## src/design/twdp_pkg.sv

```systemverilog
// ----------------------------------------------------------------------------
// Ternary weight dot product package
// Lane count, widths, weight code names and shared types.
// ----------------------------------------------------------------------------
package twdp_pkg;

  localparam int LANES       = 16;
  localparam int INPUT_LANES = 16;
  localparam int ACT_W       = 8;
  localparam int CODE_W      = 2;
  localparam int TERM_W      = ACT_W + 1;
  localparam int CHUNK_W     = TERM_W + $clog2(LANES);
  localparam int SUM_W       = 32;
  localparam int TREE_N      = 1 << $clog2(LANES);
  localparam int WCODE_W     = 32;
  localparam int ACT_BUS_W   = 64;

  localparam logic [CODE_W-1:0] CODE_NEG     = 2'd0;
  localparam logic [CODE_W-1:0] CODE_ZERO    = 2'd1;
  localparam logic [CODE_W-1:0] CODE_POS     = 2'd2;
  localparam logic [CODE_W-1:0] CODE_POS_ALT = 2'd3;

  typedef logic signed [ACT_W-1:0]   act_t;
  typedef logic        [CODE_W-1:0]  code_t;
  typedef logic signed [TERM_W-1:0]  term_t;
  typedef logic signed [CHUNK_W-1:0] chunk_t;
  typedef logic signed [SUM_W-1:0]   sum_t;
  typedef term_t                     term_vec_t [LANES];

  typedef struct packed {
    logic valid;
    logic last;
  } twdp_ctl_t;

endpackage

```

## src/design/twdp_in_if.sv

```systemverilog
// ----------------------------------------------------------------------------
// Ternary weight dot product input channel
// Valid/ready channel carrying one chunk of weights and activations.
// ----------------------------------------------------------------------------
interface twdp_in_if;
  import twdp_pkg::*;

  logic                 valid;
  logic                 ready;
  logic [WCODE_W-1:0]   weight_codes;
  logic [ACT_BUS_W-1:0] act_low;
  logic [ACT_BUS_W-1:0] act_high;
  logic                 last;

  modport source (output valid, output weight_codes, output act_low, output act_high,
                  output last, input ready);
  modport sink   (input valid, input weight_codes, input act_low, input act_high,
                  input last, output ready);
endinterface

```

## src/design/twdp_out_if.sv

```systemverilog
// ----------------------------------------------------------------------------
// Ternary weight dot product output channel
// Valid/ready channel carrying one finished dot product.
// ----------------------------------------------------------------------------
interface twdp_out_if;
  import twdp_pkg::*;

  logic              valid;
  logic              ready;
  logic signed [SUM_W-1:0] dot_sum;

  modport source (output valid, output dot_sum, input ready);
  modport sink   (input valid, input dot_sum, output ready);
endinterface

```

## src/design/twdp_lane.sv

```systemverilog
// ----------------------------------------------------------------------------
// Ternary weight dot product lane
// Applies one ternary weight code to one signed activation.
// ----------------------------------------------------------------------------
module twdp_lane (
  input  twdp_pkg::act_t  act_i,
  input  twdp_pkg::code_t code_i,
  output twdp_pkg::term_t term_o
);
  import twdp_pkg::*;

  term_t act_ext;

  assign act_ext = term_t'(act_i);

  // Negation is taken at nine bits, so an activation of -128 gives +128.
  always_comb begin
    case (code_i)
      CODE_NEG:     term_o = -act_ext;
      CODE_ZERO:    term_o = '0;
      CODE_POS:     term_o = act_ext;
      CODE_POS_ALT: term_o = act_ext;
      default:      term_o = '0;
    endcase
  end
endmodule

```

## src/design/twdp_merge.sv

```systemverilog
// ----------------------------------------------------------------------------
// Ternary weight dot product merge stage
// Adds the lane terms, accumulates the chunk sum and holds the result.
// ----------------------------------------------------------------------------
module twdp_merge (
  input  logic                  clk_i,
  input  logic                  rst_ni,
  input  twdp_pkg::term_vec_t   terms_i,
  input  twdp_pkg::twdp_ctl_t   ctl_i,
  output logic                  accept_o,
  output logic                  out_valid_o,
  input  logic                  out_ready_i,
  output twdp_pkg::sum_t        dot_sum_o
);
  import twdp_pkg::*;

  chunk_t node [1:2*TREE_N-1];
  sum_t   acc_q, acc_d;
  sum_t   total;
  sum_t   dot_sum_q, dot_sum_d;
  logic   out_valid_q, out_valid_d;

  always_comb begin
    for (int i = 0; i < TREE_N; i++) begin
      if (i < LANES) begin
        node[TREE_N + i] = chunk_t'(terms_i[i]);
      end else begin
        node[TREE_N + i] = '0;
      end
    end
    for (int k = TREE_N - 1; k >= 1; k--) begin
      node[k] = node[2*k] + node[2*k + 1];
    end
  end

  assign total    = acc_q + sum_t'(node[1]);
  assign accept_o = ctl_i.valid && (!ctl_i.last || !out_valid_q || out_ready_i);

  always_comb begin
    acc_d       = acc_q;
    dot_sum_d   = dot_sum_q;
    out_valid_d = out_valid_q;
    if (out_ready_i) begin
      out_valid_d = 1'b0;
    end
    if (accept_o) begin
      if (ctl_i.last) begin
        acc_d       = '0;
        dot_sum_d   = total;
        out_valid_d = 1'b1;
      end else begin
        acc_d = total;
      end
    end
  end

  always_ff @(posedge clk_i or negedge rst_ni) begin
    if (!rst_ni) begin
      acc_q       <= '0;
      out_valid_q <= 1'b0;
    end else begin
      acc_q       <= acc_d;
      out_valid_q <= out_valid_d;
    end
  end

  always_ff @(posedge clk_i) begin
    dot_sum_q <= dot_sum_d;
  end

  assign out_valid_o = out_valid_q;
  assign dot_sum_o   = dot_sum_q;
endmodule

```

## src/design/ternary_weight_dot_product.sv

```systemverilog
// ----------------------------------------------------------------------------
// Ternary weight dot product
// Streams chunks of sixteen signed bytes against packed ternary weights and
// returns the dot product of each vector.
//
// The input channel takes one chunk per transfer: sixteen two-bit weight
// codes and sixteen activations. The chunk flagged last closes the vector.
// The output channel gives one 32-bit wrapping sum per vector.
// Throughput is one chunk per cycle unless a last chunk waits for the
// output register, set by the parallel lanes and the combinational adder
// tree in the merge stage. A last chunk is registered in the lane stage,
// and its result is then registered in the output register of the merge
// stage, from where it can transfer on the output channel.
// The lane terms are registered in a stage between the lanes and the merge.
// When the receiver stalls, chunks that are not last keep flowing into the
// accumulator; a last chunk waits in the lane stage until the output register
// is free, and while it waits the input takes no chunks.
// Reset clears the accumulator and empties both stages.
// ----------------------------------------------------------------------------
module ternary_weight_dot_product (
  input  logic             clk_i,
  input  logic             rst_ni,
  twdp_in_if.sink          in_i,
  twdp_out_if.source       out_o
);
  import twdp_pkg::*;

  term_t     lane_term [LANES];
  term_vec_t terms_q, terms_d;
  twdp_ctl_t ctl_q, ctl_d;
  logic      accept;
  logic      in_fire;

  for (genvar j = 0; j < LANES; j++) begin : g_lane
    if (j < INPUT_LANES) begin : g_used
      localparam int CodePos = (j / 4) * 8 + 6 - 2 * (j % 4);
      act_t act;
      if (j < 8) begin : g_low
        assign act = in_i.act_low[ACT_W*j +: ACT_W];
      end else begin : g_high
        assign act = in_i.act_high[ACT_W*(j-8) +: ACT_W];
      end
      twdp_lane u_lane (
        .act_i  (act),
        .code_i (in_i.weight_codes[CodePos +: CODE_W]),
        .term_o (lane_term[j])
      );
    end else begin : g_unused
      assign lane_term[j] = '0;
    end
  end

  assign in_i.ready = !ctl_q.valid || accept;
  assign in_fire    = in_i.valid && in_i.ready;

  always_comb begin
    terms_d = terms_q;
    ctl_d   = ctl_q;
    if (in_fire) begin
      terms_d     = lane_term;
      ctl_d.valid = 1'b1;
      ctl_d.last  = in_i.last;
    end else if (accept) begin
      ctl_d.valid = 1'b0;
    end
  end

  always_ff @(posedge clk_i or negedge rst_ni) begin
    if (!rst_ni) begin
      ctl_q <= '0;
    end else begin
      ctl_q <= ctl_d;
    end
  end

  always_ff @(posedge clk_i) begin
    terms_q <= terms_d;
  end

  twdp_merge u_merge (
    .clk_i       (clk_i),
    .rst_ni      (rst_ni),
    .terms_i     (terms_q),
    .ctl_i       (ctl_q),
    .accept_o    (accept),
    .out_valid_o (out_o.valid),
    .out_ready_i (out_o.ready),
    .dot_sum_o   (out_o.dot_sum)
  );
endmodule

```

## src/flat_wrapper.sv

```systemverilog
// flat-port wrapper written by rule: the top's interface ports become plain ports
module ternary_weight_dot_product_flat import twdp_pkg::*;
  (clk_i, rst_ni, in_i_valid, in_i_weight_codes, in_i_act_low, in_i_act_high, in_i_last, in_i_ready, out_o_valid, out_o_dot_sum, out_o_ready);
  twdp_in_if in_i_i ();
  twdp_out_if out_o_i ();
  input  logic clk_i;
  input  logic rst_ni;
  input wire logic [$bits(in_i_i.valid)-1:0] in_i_valid;
  input wire logic [$bits(in_i_i.weight_codes)-1:0] in_i_weight_codes;
  input wire logic [$bits(in_i_i.act_low)-1:0] in_i_act_low;
  input wire logic [$bits(in_i_i.act_high)-1:0] in_i_act_high;
  input wire logic [$bits(in_i_i.last)-1:0] in_i_last;
  output wire logic [$bits(in_i_i.ready)-1:0] in_i_ready;
  output wire logic [$bits(out_o_i.valid)-1:0] out_o_valid;
  output wire logic [$bits(out_o_i.dot_sum)-1:0] out_o_dot_sum;
  input wire logic [$bits(out_o_i.ready)-1:0] out_o_ready;
  assign in_i_i.valid = in_i_valid;
  assign in_i_i.weight_codes = in_i_weight_codes;
  assign in_i_i.act_low = in_i_act_low;
  assign in_i_i.act_high = in_i_act_high;
  assign in_i_i.last = in_i_last;
  assign in_i_ready = in_i_i.ready;
  assign out_o_valid = out_o_i.valid;
  assign out_o_dot_sum = out_o_i.dot_sum;
  assign out_o_i.ready = out_o_ready;
  ternary_weight_dot_product u_core (.clk_i(clk_i), .rst_ni(rst_ni), .in_i(in_i_i), .out_o(out_o_i));
endmodule
```

## config.mk

```make
export PLATFORM = sky130hd
export DESIGN_NAME = ternary_weight_dot_product_flat
export DESIGN_NICKNAME = d
export VERILOG_FILES = /design/src/design/twdp_pkg.sv /design/src/design/twdp_in_if.sv /design/src/design/twdp_out_if.sv /design/src/design/twdp_lane.sv /design/src/design/twdp_merge.sv /design/src/design/ternary_weight_dot_product.sv /design/src/flat_wrapper.sv
export SDC_FILE = /design/constraint.sdc
export NUM_CORES = 1
export LEC_CHECK = 0
export ABC_AREA = 1
export BUFFER_PORTS_ARGS = -buffer_cell sky130_fd_sc_hd__buf_2
export CORE_ASPECT_RATIO = 0.5
export CORE_MARGIN = 3
export CORE_UTILIZATION = 55
export CTS_CLUSTER_SIZE = 40
export DETAILED_ROUTE_END_ITERATION = 8
export PLACE_DENSITY = 0.75
export SYNTH_ARGS = -nofsm -noshare
export SYNTH_HDL_FRONTEND = slang
export SYNTH_SLANG_ARGS = --single-unit
export TNS_END_PERCENT = 100
```

## constraint.sdc

```tcl
create_clock -name clk_i -period 10.9 [get_ports clk_i]
set_clock_uncertainty 0.15 [all_clocks]
set_input_delay 0 -clock clk_i [delete_from_list [all_inputs] [get_ports clk_i]]
set_output_delay 0 -clock clk_i [all_outputs]
set_load 0.005 [all_outputs]
```

; After elaboration in Yosys (flattened, before gate mapping)
; Cells that the tools add are included.
[totals]
regBits = 211
out_inout_bits = 34
[op_classes]
n_addsub = 32
eq_ne = 48
muxes = 22
n_reduce_logical = 42
[ops]
columns = op, n
row1 = $pmux W9 S3, 16
row2 = $neg A8 Y9, 16
row3 = $add A9 B9 Y10, 8
row4 = $eq A2 B2 Y1 const B, 32
row5 = $add A10 B10 Y11, 4
row6 = $add A32 B13 Y32, 1
row7 = $eq A2 B1 Y1 const B, 16
row8 = $logic_not A2 Y1, 16
row9 = $mux W32, 1
row10 = $reduce_or A2 Y1, 16
row11 = $add A11 B11 Y12, 2
row12 = $add A12 B12 Y13, 1
row13 = $mux W1, 5
row14 = $logic_not A1 Y1, 3
row15 = $logic_or A1 B1 Y1, 3
row16 = $logic_and A1 B1 Y1, 2
row17 = $reduce_and A2 Y1, 1
row18 = $reduce_bool A2 Y1, 1

; Logic depth before layout (Yosys ltp)
; Gate-level depths: netlist of run 1.
[logic_depth]
word_depth = 7
ltp_mapped = 24
ltp_nobuf = 24

; Hierarchy
; A second synthesis of run 1 with hierarchy kept.
[unflattened]
cells_unflattened = 2259
hier_area_um2 = 18945.7
[by_module_without_submodules]
columns = module, n_inst, cells_each, area_each_um2, seq_area_each_um2
row1 = twdp_merge, 1, 1241, 10391.2, 1786.7
row2 = ternary_weight_dot_product, 1, 154, 4410.5, 4374.2
row3 = twdp_lane, 16, 54, 259.0, 0.0

; Worst setup path before layout of run 1
; Ideal clock, no wire load.
[synth_path]
path_kind = register to register
startpoint = reg u_core.terms_q[8] (netlist bit)
endpoint = reg u_core.u_merge.dot_sum_q[31], in the netlist u_core.u_merge.dot_sum_o[31], data pin
setup_time_ns = 0.255
arrival_time_ns = 5.800
path_slack_ns = 4.696
path_stages_with_launch = 21
n_path_buf = 0
synth_period_minus_slack_ns = 6.204
cell_sequence = edfxtp_1 -> inv_1 -> fa_1 -> fa_1 -> fa_1 -> fa_1 -> inv_1 -> fa_1 -> inv_1 -> fa_1 -> inv_1 -> ha_1 -> nand2_2 -> inv_1 -> nand2_1 -> nand2_1 -> a21oi_1 -> nand2_2 -> a21oi_1 -> nand2_1 -> and2_1
[synth_between]
elab_chain_cells = 5
[synth_lines]
columns = item, line
row1 = "start, declared", ternary_weight_dot_product.sv:29  ; term_vec_t terms_q, terms_d;
row2 = "start signal, assigned", ternary_weight_dot_product.sv:77  ; terms_q <= terms_d;
row3 = $add A9 B9 Y10, twdp_merge.sv:32  ; node[k] = node[2*k] + node[2*k + 1];
row4 = $add A10 B10 Y11, twdp_merge.sv:32
row5 = $add A11 B11 Y12, twdp_merge.sv:32
row6 = $add A12 B12 Y13, twdp_merge.sv:32
row7 = $add A32 B13 Y32, twdp_merge.sv:36  ; assign total = acc_q + sum_t'(node[1]);
row8 = net u_core.u_merge.total[31], twdp_merge.sv:19  ; sum_t total;
row9 = "end signal, assigned", twdp_merge.sv:68  ; dot_sum_q <= dot_sum_d;
row10 = "end, declared", twdp_merge.sv:20  ; sum_t dot_sum_q, dot_sum_d;
; The timed path passes the listed nets, and every way through them passes these cells.
; A chain may end at the register's enable or synchronous reset.

; Worst setup path in the final report of run 1
[layout_path]
startpoint = reg u_core.terms_q[17] (netlist bit)
endpoint = reg u_core.u_merge.dot_sum_q[25], in the netlist u_core.u_merge.dot_sum_o[25], data pin
; Same word-level chain as after synthesis.

==> key figures, run 1 <==
Die
  – Die area: 36600 um^2
  – Row Count: 47
  – Io pins: 199
  – Chip Height: 137 um
  – Die X: 267 um
  – Starting density of the core: 56.4%
  – Placeable core area: 33300 um^2

STA
  – Final Max Slew Viols: 0
  – RSZ-0062 raised after global routing: false
  – Final setup fails: 0
  – Final min period: 6.78 ns
  – PnR worst setup slack: 4.12 ns
  – Fin. Hold Viols: 0
  – Slew @ Worst Pin: 1.21 ns
  – Final worst path period share: 62.2%
  – Total Neg Setup Slack: 0 ns
  – Max_slew headroom: 19.0%
  – Highest clock rate: 0.147 GHz

Worst setup path
  – WP data required: 11.04 ns
  – CP Cell Sequence: inv_1 > fa_1 > fa_1 > inv_1 > fa_1 > fa_1 > fa_1 > inv_1 > fa_1 > inv_1 > ha_1 > nand2_1 > nor2_1 > nand2_1 > nand2_1 > nand3_1 > nand3_1 > nand2_1 > and2_1
  – Slack of the worst reg-to-reg path: 4.12 ns
  – Crit path arrival time: 6.92 ns
  – Reg2Reg Depth: 19
  – Delay of the slowest cell on the worst path: 0.80 ns
  – Worst Setup Start Kind: flop
  – Crit path max fanout: 20
  – R2r startpoint: u_core.terms_q[17]
  – Most common cell on crit path: fa_1
  – Slowest cell on the critical path: inv_1
  – R2r endpoint: u_core.u_merge.dot_sum_o[25]
  – Crit. End Element: flop
  – Setup CP Type: reg -> reg

CTS
  – Clock tree buffer depth: 3
  – Clock sink count: 211
  – Post_cts resized: 0
  – Total CTS buffers: 22
  – TritonCTS clock tree: yes
  – CTS H-Tree Depth: 1
  – Worst-skew pair later-pin latency: 0.56 ns
  – Root buffer cell: clkbuf_16
  – Clock transition at path regs: 0.08 ns

Global routing
  – Total grt overflow: 0
  – Initial antenna violation count: 3
  – Largest net degree at the start of global routing: 85
  – Vias in the first global route: 17988
  – First-pass GRT wire length: 97.3 mm
  – All-Layer GR Usage: 34.9%

Yosys
  – Synth unique cells: 41
  – Post-synthesis sequential area ratio: 32.8%
  – Post-synth EDFFs: 176
  – Synthesized flop and latch total: 211
  – Mapped Area: 18800 um^2
  – Most frequent cell after synthesis: inv_1
  – Leading area contributor after synthesis: edfxtp_1
  – Synth area leaders: edfxtp_1 28%, fa_1 28%, inv_1 11%
  – Most frequent cells after synthesis: 530 x inv_1, 266 x nand2_1, 263 x fa_1
  – Top FF cell, synth: edfxtp_1
  – Warning count from the yosys run: 0
  – Syn nets: 2490
  – Synth top area share: 28.1%
  – Mapped Avg Cell Area: 9.36 um^2
  – Post-synth ARST share: 16.6%
  – Post-Syn Instances: 2008

Route
  – Post-route ant nets: 0
  – Via-to-Cell Ratio: 5.58
  – Starting DRT DRC Count: 1901
  – DRC: 0
  – Number of detailed-route iterations in the first pass: 6
  – Final WL: 61.8 mm
  – WL/cell: 20.2 um
  – Via count: 17032

Placement
  – Hpwl dp: 37.6 mm
  – RePlAce Congestion: 0.958
  – I/O Buffers: 198
  – DP Worst Slack: 4.26 ns

Finish
  – Layout area overhead: 32.3%
  – NumNets Final: 3077
  – Layout cells sized above 1: 10.5%
  – Fin util: 74.6%

Worst hold path
  – Class of the worst hold path: in -> async

Outcome
  – Outcome: completed

Flow run
  – Max-Cap Viols: 0
[cell usage in the layout (no fill, tap or decap), drive strengths merged, types with 43 or more instances in the layout]
master,synthesis,final
ha,54,54
edfxtp,176,176
o21ai,56,56
xor2,43,43
nand2,273,273
nor3,110,110
inv,534,535
dlygate4sd3,0,373
nand3,92,92
fa,263,263
a21oi,63,63
nor2,167,167
buf,3,204
[flip-flops by register name (all words and copies together), names as in the netlist]
name / count
u_core.u_merge.acc_q: 32
u_core.terms_q: 144
u_core.u_merge.out_valid_o: 1
u_core.u_merge.dot_sum_o: 32
u_core.ctl_q: 2
[worst max path at each step]
stage                     cells after the start               start                           end
after floorplan                              20   u_core.terms_q[8]  u_core.u_merge.dot_sum_o[31]
after global placement                       19  u_core.terms_q[17]  u_core.u_merge.dot_sum_o[25]
final                                        19  u_core.terms_q[17]  u_core.u_merge.dot_sum_o[25]
after CTS                                    19  u_core.terms_q[17]  u_core.u_merge.dot_sum_o[25]
after global routing                         19  u_core.terms_q[17]  u_core.u_merge.dot_sum_o[29]
after detailed placement                     19  u_core.terms_q[17]  u_core.u_merge.dot_sum_o[25]
[critical path: cells and delay by family, from the launching register on]
kind	cells	cell delay (ns)
flip-flops	1	0.55
buffers and inverters	4	0.99
adder cells (fa/ha/maj)	7	3.68
AND/OR/NAND/NOR	8	1.13
[cells by family after synthesis]
| group | count (synthesis) | synth area share, % |
|---|---|---|
| and+or+nand+nor | 703 | 16.8 |
| DFF | 211 | 32.8 |
| adders and majority gates | 317 | 31.6 |
| AOI/OAI and AO/OA | 173 | 5.19 |
| buffers and inverters | 548 | 11.0 |
| xor gates and xnor gates | 56 | 2.73 |
[per-stage QoR]
| stage | instance area, um^2 | std cells | hold WS, ns |
|---|---|---|---|
| after global placement | 20300 | 2639 | 0.0347 |
| after global routing | 24900 | 3054 | 0.0632 |
| after CTS | 24900 | 3051 | 0.00323 |
| final | 24900 | 3054 | 0.0256 |
| after floorplan | 18800 | 2008 | -0.446 |
| after detailed placement | 20300 | 2639 | 0.0376 |
[area by class of cell]
cell class                 instances  area, um^2
multi-input combinational       1249       10600
fill                            2002        8470
sequential                       211        6160
timing repair buffer             577        4770
inverter                         534        2010
clock buffer                      26         576
tap                              441         552
clock inverter                    13         206
antenna                            3        7.51
[timing repair]
action	in CTS	in global routing
buffers inserted	0	0
hold endpoints to repair	198	0
hold buffers	373	0
setup endpoints to repair	0	0
[metal layers]
layer	up-vias	track usage, %	part of all wire (%)
met4	0	16.1	5.4
met2	1148	60.0	49
met1	8162	42.6	37
li1	7416	-	-
met5	-	0	0
met3	306	7.62	9.2
Power of run 1 is not shown: default switching activity piles up to over one toggle a cycle in this logic, so the estimate is an artifact.
==> run 2: changes to the inputs <==
==> constraint.sdc (replaced) <==
create_clock -name clk_i -period 6.7 [get_ports clk_i]
set_clock_uncertainty 0.15 [all_clocks]
set_input_delay 0 -clock clk_i [delete_from_list [all_inputs] [get_ports clk_i]]
set_output_delay 0 -clock clk_i [all_outputs]
set_load 0.005 [all_outputs]
==> run 2 against run 1 <==
Effect of this change:
- the flow now finishes with violations (negative hold slack)
- routed wire length is 1.2% lower
- sequential share of layout area fell by 0.052 points
- critical path type unchanged
- largest cell class unchanged
- register-to-register slack lost 3.9 ns
==> key figures, run 2 (synthesized netlist as in run 1, its figures left out) <==
Route
  – Final WL: 61.1 mm
  – Number of detailed-route iterations in the first pass: 6
  – WL/cell: 19.9 um
  – DRC: 0
  – Starting DRT DRC Count: 1814
  – Post-route ant nets: 0
  – Via count: 16874
  – Via-to-Cell Ratio: 5.51

Die
  – Row Count: 47
  – Die X: 267 um
  – Placeable core area: 33300 um^2
  – Die area: 36600 um^2
  – Chip Height: 137 um
  – Starting density of the core: 56.4%
  – Io pins: 199

CTS
  – CTS H-Tree Depth: 1
  – Root buffer cell: clkbuf_16
  – Clock transition at path regs: 0.07 ns
  – Total CTS buffers: 22
  – Clock sink count: 211
  – Worst-skew pair later-pin latency: 0.58 ns
  – Setup Buffers After CTS: 0
  – Clock tree buffer depth: 3
  – TritonCTS clock tree: yes
  – Post_cts resized: 0

Worst setup path
  – Crit path max fanout: 16
  – WP data required: 6.84 ns
  – Start point of the critical path: u_core.terms_q[107]
  – Crit. End Element: flop
  – Worst Setup Start Kind: flop
  – Crit path arrival time: 6.58 ns
  – R2r startpoint: u_core.terms_q[107]
  – Setup CP Type: reg -> reg

Finish
  – Multi-input logic area: 10600 um^2
  – Most frequent cells in the layout: 529 x inv_1, 375 x dlygate4sd3_1, 266 x nand2_1
  – Most common cell after layout, fill and taps aside: inv_1
  – Largest Register: u_core.terms_q
  – Layout cells sized above 1: 10.8%
  – Seq. cell area: 6160 um^2
  – Fillcell total: 2052
  – Flip-flop count of the largest register after layout: 144
  – NumNets Final: 3087
  – Layout area overhead: 32.5%

Global routing
  – Total grt overflow: 0
  – Initial antenna violation count: 1
  – First-pass GRT wire length: 95.8 mm
  – All-Layer GR Usage: 34.3%
  – Vias in the first global route: 17990
  – Largest net degree at the start of global routing: 79

STA
  – Final worst path period share: 96.1%
  – Final Max Slew Viols: 0
  – WHS: -0.0228 ns
  – RSZ-0062 raised after global routing: false
  – Slew @ Worst Pin: 1.14 ns
  – Final min period: 6.44 ns
  – Total Neg Setup Slack: 0 ns
  – Highest clock rate: 0.155 GHz
  – Final setup fails: 0
  – Fin. Hold Viols: 1
  – Max_slew headroom: 24.2%

Flow run
  – Max-Cap Viols: 0

Placement
  – I/O Buffers: 198
  – RePlAce Congestion: 1.00
  – Hpwl dp: 38.4 mm

Worst hold path
  – Class of the worst hold path: in -> reg
  – Worst hold path startpoint: in_i_weight_codes[2]

Outcome
  – Failing checks: negative hold slack
  – Outcome: complete, but fails checks
-- run 2: cell count changes in the layout (fill, tap and decap cells not counted), sizes merged --
cell / delta
clkinvlp: -1
diode: -2
dlygate4sd3: +2
bufinv: -3
clkinv: +1
clkbuf: +1
inv: +2
buf: +8
-- run 2: path summary, 6_finish.rpt --
check	end	slack, ns	cells after the start
worst max-delay path	u_core.u_merge.dot_sum_o[19]	0.26	22
worst min-delay path	u_core.terms_q[122]	-0.02	4
worst max register to register	u_core.u_merge.dot_sum_o[19]	0.26	22
worst min register to register	u_core.u_merge.acc_q[16]	0.35	2
max in group asynchronous	u_core.u_merge.acc_q[24]	5.86	4
min in group asynchronous	u_core.u_merge.acc_q[3]	0.33	4
-- run 2: critical path, stage by stage (launching register included) --
cell,delay (ns)
edfxtp_1,0.41
fa_1,0.67
inv_1,0.10
fa_1,0.55
fa_1,0.41
inv_1,0.08
fa_1,0.51
inv_1,0.13
buf_4,0.30
buf_4,0.19
fa_1,0.46
fa_1,0.56
inv_1,0.04
ha_1,0.39
nand2_2,0.14
nor2_2,0.19
and2_2,0.19
nand2_1,0.06
nand2_2,0.17
nand2_1,0.14
nand2_1,0.08
nand2_1,0.06
and2_1,0.14
-- run 2: area by class of cell --
| type | instances | area share [%] |
|---|---|---|
| diodes | 1 | 0.0100 |
| clock buffers | 27 | 2.40 |
| clock inverters | 12 | 0.492 |
| inverters | 534 | 8.05 |
| multi-input cells | 1249 | 42.5 |
| flip-flops and latches | 211 | 24.7 |
| well taps | 441 | 2.21 |
| repair buffers | 587 | 19.6 |
-- run 2: routing by layer --
metal | vias to the layer above | share of wire [%] | global-route usage (%) | wire length [um]
met5 | - | 0 | 0 | 0
met4 | 0 | 5.6 | 15.1 | 3410
met3 | 312 | 9.0 | 7.02 | 5480
met2 | 1068 | 48 | 59.2 | 29400
met1 | 8059 | 37 | 42.4 | 22700
li1 | 7435 | - | - | -
-- run 2: stage by stage --
step | cells | setup WS (ns) | utilization [%] | hold WS [ns] | cell area [um^2]
floorplan | 2008 | 0.496 | - | -0.446 | 18800
global placement | 2646 | 0.497 | 61.3 | 0.0166 | 20400
detailed placement | 2646 | 0.430 | 61.3 | 0.0190 | 20400
CTS | 3061 | 0.379 | 74.7 | 0.00148 | 24900
global route | 3062 | 0.0862 | 74.7 | 0.00800 | 24900
finish | 3062 | 0.261 | 74.7 | -0.0228 | 24900
-- run 2: repair_timing --
item                       in CTS  in global routing
hold endpoints to repair      186                  0
hold buffers                  376                  0
setup endpoints to repair       0                  0
Power of run 2 is left out for the same reason.
